===== src/rtl/core/sorted_key_child_page_macros.svh =====
// Assertion macros shared by the sorted key child page RTL
`ifndef SORTED_KEY_CHILD_PAGE_MACROS_SVH
`define SORTED_KEY_CHILD_PAGE_MACROS_SVH
`ifndef SYNTHESIS
// check a property on the rising clock, masked while reset is low
`define SKCP_ASSERT(label, clk, rst_n, prop) \
  label: assert property (@(posedge clk) disable iff (!rst_n) prop) \
    else $error("skcp assertion failed");
// check a property on the rising clock, also during reset
`define SKCP_ASSERT_ALWAYS(label, clk, prop) \
  label: assert property (@(posedge clk) prop) \
    else $error("skcp assertion failed");
`else
`define SKCP_ASSERT(label, clk, rst_n, prop)
`define SKCP_ASSERT_ALWAYS(label, clk, prop)
`endif
`endif


===== src/rtl/core/skcp_pkg.sv =====
// Types, codes and defaults for the sorted key child page
package skcp_pkg;

  localparam int unsigned MaxEntriesDefault = 256;

  typedef enum logic [2:0] {
    OP_LOOKUP  = 3'd0,
    OP_INSERT  = 3'd1,
    OP_REMOVE  = 3'd2,
    OP_NEWROOT = 3'd3,
    OP_FIND    = 3'd4
  } skcp_op_e;

  typedef enum logic [1:0] {
    ST_OK       = 2'd0,
    ST_NOTFOUND = 2'd1,
    ST_EXISTS   = 2'd2,
    ST_FULL     = 2'd3
  } skcp_status_e;

  typedef enum logic [3:0] {
    S_IDLE,
    S_SRCH,
    S_SRCH_CMP,
    S_LK_RD,
    S_SHIFT,
    S_SHIFT_WR,
    S_SCAN,
    S_SCAN_CMP,
    S_ROOT1,
    S_ROOT2,
    S_DONE
  } skcp_state_e;

  typedef struct packed {
    logic [2:0]         operation;
    logic signed [63:0] key;
    logic [31:0]        child;
    logic [31:0]        left_id;
  } skcp_in_t;

  typedef struct packed {
    logic [1:0]  status;
    logic [31:0] found_child;
    logic [7:0]  found_index;
    logic [8:0]  entry_count;
  } skcp_out_t;

  typedef struct packed {
    logic gt;
    logic eq;
    logic child_eq;
  } skcp_cmp_t;

endpackage


===== src/rtl/core/skcp_cmp.sv =====
// Shared compare unit: signed key order and child id match
module skcp_cmp
  import skcp_pkg::*;
(
  input  logic [63:0] mem_key_i,
  input  logic [63:0] probe_key_i,
  input  logic [31:0] mem_child_i,
  input  logic [31:0] probe_child_i,
  output skcp_cmp_t   res_o
);
  // compare stored entry against the probe
  always_comb begin
    res_o.gt       = $signed(mem_key_i) > $signed(probe_key_i);
    res_o.eq       = mem_key_i == probe_key_i;
    res_o.child_eq = mem_child_i == probe_child_i;
  end
endmodule


===== config.mk =====
export PLATFORM = sky130hd
export DESIGN_NAME = skcp_cmp
export DESIGN_NICKNAME = d
export VERILOG_FILES = /design/src/rtl/core/sorted_key_child_page_macros.svh /design/src/rtl/core/skcp_pkg.sv /design/src/rtl/core/skcp_cmp.sv
export SDC_FILE = /design/constraint.sdc
export NUM_CORES = 1
export LEC_CHECK = 0
export BUFFER_PORTS_ARGS = -buffer_cell sky130_fd_sc_hd__buf_2
export CELL_PAD_IN_SITES_DETAIL_PLACEMENT = 1
export CELL_PAD_IN_SITES_GLOBAL_PLACEMENT = 1
export CORE_UTILIZATION = 22
export DETAILED_ROUTE_END_ITERATION = 16
export PLACE_DENSITY_LB_ADDON = 0.3
export SKIP_LAST_GASP = 1
export SYNTH_ARGS = -nofsm -noshare
export SYNTH_HDL_FRONTEND = slang
export SYNTH_SLANG_ARGS = --single-unit

===== constraint.sdc =====
create_clock -name vclk -period 4.56
set_clock_uncertainty 0.15 [all_clocks]
set_input_delay 1.368 -clock vclk [all_inputs]
set_output_delay 1.368 -clock vclk [all_outputs]
set_load 0.005 [all_outputs]

==> results of run 1 <==
layout make-up:
type | count | area, um^2
repair buffers | 220 | 1210
fillers | 1159 | 5200
well taps | 108 | 135
multi-input cells | 210 | 1960
inverters | 65 | 249
metal layers:
layer | up-vias | GRT usage | wire length, um
met5 | - | 0 | 0
met4 | 0 | 0.00792 | 47
met3 | 4 | 0.0122 | 370
met2 | 93 | 0.330 | 4240
met1 | 1230 | 0.182 | 3080
li1 | 1406 | - | -
Yosys cell counts, types with 2 or more instances:
cell / number
nor2_1: 4
a21oi_1: 24
ha_1: 64
nand4_1: 16
nor3_1: 2
nand3_1: 8
xor2_1: 32
a221oi_1: 2
nor4_1: 12
a21o_1: 8
o21ai_0: 5
nand2_1: 12
inv_1: 65
timing repair:
item	4_1_cts	5_1_grt
setup buffers	1	1
resized for setup	11	23
endpoints found under the hold margin	0	0
pin swaps	14	22
gates cloned	0	0
endpoints found under the setup margin	2	2
hold buffers	0	0
critical path: stages:
cell and delay (ns):
buf_2 0.11, ha_4 0.25, and3_4 0.19, nand3_4 0.06, or4_4 0.55, or3_1 0.36
nand4b_1 0.15, or3_4 0.15, a21oi_2 0.04, buf_2 0.13
logic make-up (layout without fill, tap and decap cells):
family / Yosys count / count (layout) / synth area share
adders and majority gates: 64 / 64 / 0.399
xor gates and xnor gates: 32 / 32 / 0.140
and+or+nand+nor: 66 / 66 / 0.194
buffers and inverters: 65 / 285 / 0.121
AOI/OAI and AO/OA: 48 / 48 / 0.146
metrics by stage:
step | cell area (um^2) | power, mW | utilization | hold WS, ns | TNS (ns)
after floorplan | 2080 | 0.126 | - | 2.84 | 0
final | 3560 | 0.289 | 0.406 | 3.08 | -0.446
after global routing | 3560 | 0.331 | 0.406 | 3.13 | -0.647
after CTS | 3440 | 0.281 | 0.393 | 3.09 | -0.466
after global placement | 3360 | 0.260 | 0.383 | 3.09 | -0.619
after detailed placement | 3360 | 0.272 | 0.383 | 3.09 | -0.665
cell usage in the layout, fill, tap and decap left out, types with 2 or more instances in the layout:
cell | synthesis | final
a21o_1 | 8 | 8
ha_4 | 0 | 11
nand4_1 | 16 | 16
inv_1 | 65 | 56
xor2_1 | 32 | 32
inv_4 | 0 | 2
buf_6 | 0 | 8
nor2_1 | 4 | 4
ha_1 | 64 | 53
a21oi_1 | 24 | 22
buf_4 | 0 | 25
a21oi_2 | 1 | 3
nor4_1 | 12 | 11
nand2_1 | 12 | 12
buf_2 | 0 | 187
inv_2 | 0 | 7
o21ai_0 | 5 | 4
nand3_1 | 8 | 8
worst min-delay path by stage:
stage | from | to | depth (start not counted)
global placement | probe_child_i[9] | res_o[0] | 6
detailed placement | probe_child_i[12] | res_o[0] | 6
finish | probe_child_i[12] | res_o[0] | 6
CTS | probe_child_i[12] | res_o[0] | 6
global route | probe_child_i[18] | res_o[0] | 6
floorplan | mem_child_i[21] | res_o[0] | 4
report_power, final:
part	total, mW	switching, mW	internal, mW
registers	0	0	0
logic	0.289	0.128	0.161
clock network	0	0	0
==> impl_metrics.tcl, run 1 <==
set metrics [dict create \
    outcome "finished with violations" \
    violations "setup timing" \
    regArea_um2 0 \
    clock_buffers 0 \
    cp_data_required_time_ns 3.04 \
    fin_nets 753 \
    crit_arrival_ns 3.38 \
    n_sequential_cell 0 \
    drt-pass1-iter-count 4 \
    critPathCapture "res_o[2]" \
    core_um2 8760 \
    die_y_um 97.5 \
    gp_congestion 0.883 \
    synth.distinct_cells 34 \
    wl_per_cell_um 12.8 \
    ys_warn_count 0 \
    synthTopCellsByArea "ha_1, xor2_1, inv_1" \
    dieArea_um2 9510 \
    drive_gt1_frac 0.519 \
    relSlewSlack 0.627 \
    syn-instance-count 275 \
    antenna_left 0 \
    ioPinCount 195 \
    diodes 0 \
    hp-class "in2out" \
    netlist.area_leader.share 0.399 \
    drv_cap 0 \
    crit_fanout 3 \
    area_delta_synth_final_pct 77.2 \
    leakage_nw 2.09 \
    dr.first_iter.drc_count 28 \
    fp.dieW_um 97.5 \
    cp-start-kind "input pin" \
    synth_nets 531 \
    rsz0062_at_grt "true" \
    ir_drop_mv 0.0329 \
    place_ws_ns -0.382 \
    hpwlAfterDp_mm 7.26 \
    grt_max_degree 4 \
    grt_pass1_wl_mm 13.0 \
    grt_pass1_vias 3027 \
    worst_slack_ns -0.334 \
    track_usage 0.160 \
    maxSlewViolCount 0 \
    wl_mm 7.74 \
    endpoint_kind "output pin" \
    place_inst 601 \
    grt_overflow 0 \
    fmax_mhz 204 \
    antenna_found_initial 0 \
    synth_top_cell_by_area "ha_1" \
    power_density_nw_per_um2 81.3 \
    finalHoldViolCount 0 \
    via_per_inst 4.53 \
    ys_seq_area_frac 0 \
    crit_type "in2out" \
    row_count 34 \
    via_count 2733 \
    finalSetupViolCount 2 \
    syn_area_um2 2010 \
    worst_pin_slew_ns 0.554 \
    start_util 0.229 \
    finalCritPeriodShare 1.07 \
    port_buffers 195 \
    period_needed_ns 4.89 \
    crit_path_start "mem_key_i[54]" \
    stdcell_count 603 \
    drc_errors 0 \
    avgSynthCellArea_um2 7.30 \
]
Power figures use the tool's default switching activity.
==> inputs of run 2 (changes only) <==
TNS_END_PERCENT = 20   (was not set)
==> impl_metrics.tcl, run 2 (synthesis gave the netlist of run 1 again) <==
set metrics [dict create \
    hp-class "in2out" \
    n_sequential_cell 0 \
    relSlewSlack 0.627 \
    row_count 34 \
    crit_family "simple AND/OR/NAND/NOR gates" \
    path_cells "buf_2 -> ha_4 -> and3_4 -> nand3_4 -> or4_4 -> or3_1 -> nand4b_1 -> or3_4 -> a21oi_2 -> buf_2" \
    antenna_left 0 \
    mostFrequentLayoutCells "buf_2, inv_1, ha_1, xor2_1, buf_4" \
    cp-start-kind "input pin" \
    die_y_um 97.5 \
    power_density_nw_per_um2 81.1 \
    worst_slack_ns -0.332 \
    leakage_nw 2.09 \
    finalCritPeriodShare 1.07 \
    maxSlewViolCount 0 \
    crit_arrival_ns 3.37 \
    grt_pass1_vias 3009 \
    wl_mm 7.68 \
    comb_power_share 1.000 \
    crit_type "in2out" \
    rsz0062_at_grt "true" \
    cp_data_required_time_ns 3.04 \
    clock_buffers 0 \
    fmax_mhz 204 \
    crit_fanout 3 \
    grt_pass1_wl_mm 12.9 \
    place_inst 601 \
    power_frac_clock 0 \
    period_needed_ns 4.89 \
    stdcell_count 603 \
    outcome "finished with violations" \
    p_seq_frac 0 \
    wl_per_cell_um 12.7 \
    endpoint_kind "output pin" \
    via_count 2725 \
    gp_congestion 0.883 \
    p_switching_mw 0.126 \
    crit_slowest_cell "or4_4" \
    dr.first_iter.drc_count 26 \
    diodes 0 \
    crit_path_start "mem_key_i[54]" \
    hpwlAfterDp_mm 7.26 \
    crit_top_cell "buf_2" \
    finalSetupViolCount 2 \
    drt-pass1-iter-count 4 \
    antenna_found_initial 0 \
    critPathCapture "res_o[2]" \
    grt_max_degree 4 \
    port_buffers 195 \
    drive_gt1_frac 0.509 \
    p_sw_frac 0.443 \
    drv_cap 0 \
    finalHoldViolCount 0 \
    layout_commonest_cell "buf_2" \
    min_path_cells 6 \
    ir_drop_mv 0.0319 \
    slowest_delay_ns 0.55 \
    filler_cell_count 1164 \
    fin_nets 753 \
    dieArea_um2 9510 \
    internal-power_mw 0.159 \
    multi_input_area_um2 1920 \
    grt_overflow 0 \
    core_um2 8760 \
    violations "setup timing" \
    path_depth 10 \
    crit_buf_inv 2 \
    area_delta_synth_final_pct 75.0 \
    fin_util 0.401 \
    track_usage 0.158 \
    worst_pin_slew_ns 0.554 \
    fp.dieW_um 97.5 \
    drc_errors 0 \
    start_util 0.229 \
    ioPinCount 195 \
    via_per_inst 4.52 \
    regArea_um2 0 \
]
==> run 2: cell count changes in the layout (fill, tap and decap cells not counted) <==
cell / previous run / this run
inv_1: 56 / 58
buf_6: 8 / 7
inv_2: 7 / 5
ha_4: 11 / 8
ha_1: 53 / 56
buf_2: 187 / 188
==> run 2: worst min path at each step <==
stage	start	end	slack, ns
global placement	probe_child_i[9]	res_o[0]	3.09
floorplan	mem_child_i[21]	res_o[0]	2.84
finish	probe_child_i[12]	res_o[0]	3.08
global route	probe_child_i[18]	res_o[0]	3.13
detailed placement	probe_child_i[12]	res_o[0]	3.09
CTS	probe_child_i[12]	res_o[0]	3.09
==> run 2: layer usage <==
layer	vias up	part of all wire	global-route usage
met3	4	0.049	0.0122
met1	1222	0.40	0.180
met2	93	0.55	0.325
met4	0	0.0061	0.00792
met5	-	0	0
li1	1406	-	-
==> run 2: power groups by stage <==
| stage | registers [mW] | clock network (mW) | logic, mW |
|---|---|---|---|
| after floorplan | 0 | 0 | 0.126 |
| after global placement | 0 | 0 | 0.260 |
| after detailed placement | 0 | 0 | 0.272 |
| after CTS | 0 | 0 | 0.278 |
| after global routing | 0 | 0 | 0.326 |
| final | 0 | 0 | 0.285 |
==> run 2: stage by stage <==
step	worst slack, ns	area [um^2]	power [mW]	hold WS, ns	setup TNS [ns]
after floorplan	0.000287	2080	0.126	2.84	0
after global placement	-0.367	3360	0.260	3.09	-0.619
after detailed placement	-0.382	3360	0.272	3.09	-0.665
after CTS	-0.329	3400	0.278	3.09	-0.565
after global routing	-0.421	3510	0.326	3.13	-0.782
final	-0.332	3510	0.285	3.08	-0.529
==> run 2: final cells by class <==
type	instances	share of cell area
well taps	108	0.0384
inverters	65	0.0708
multi-input cells	210	0.547
repair buffers	220	0.344
==> run 2: timing repair <==
action | CTS | global route
hold buffers | 0 | 0
resized for setup | 5 | 23
pin swaps | 9 | 22
gates cloned | 0 | 0
setup buffers | 1 | 1
setup endpoints to repair | 2 | 2
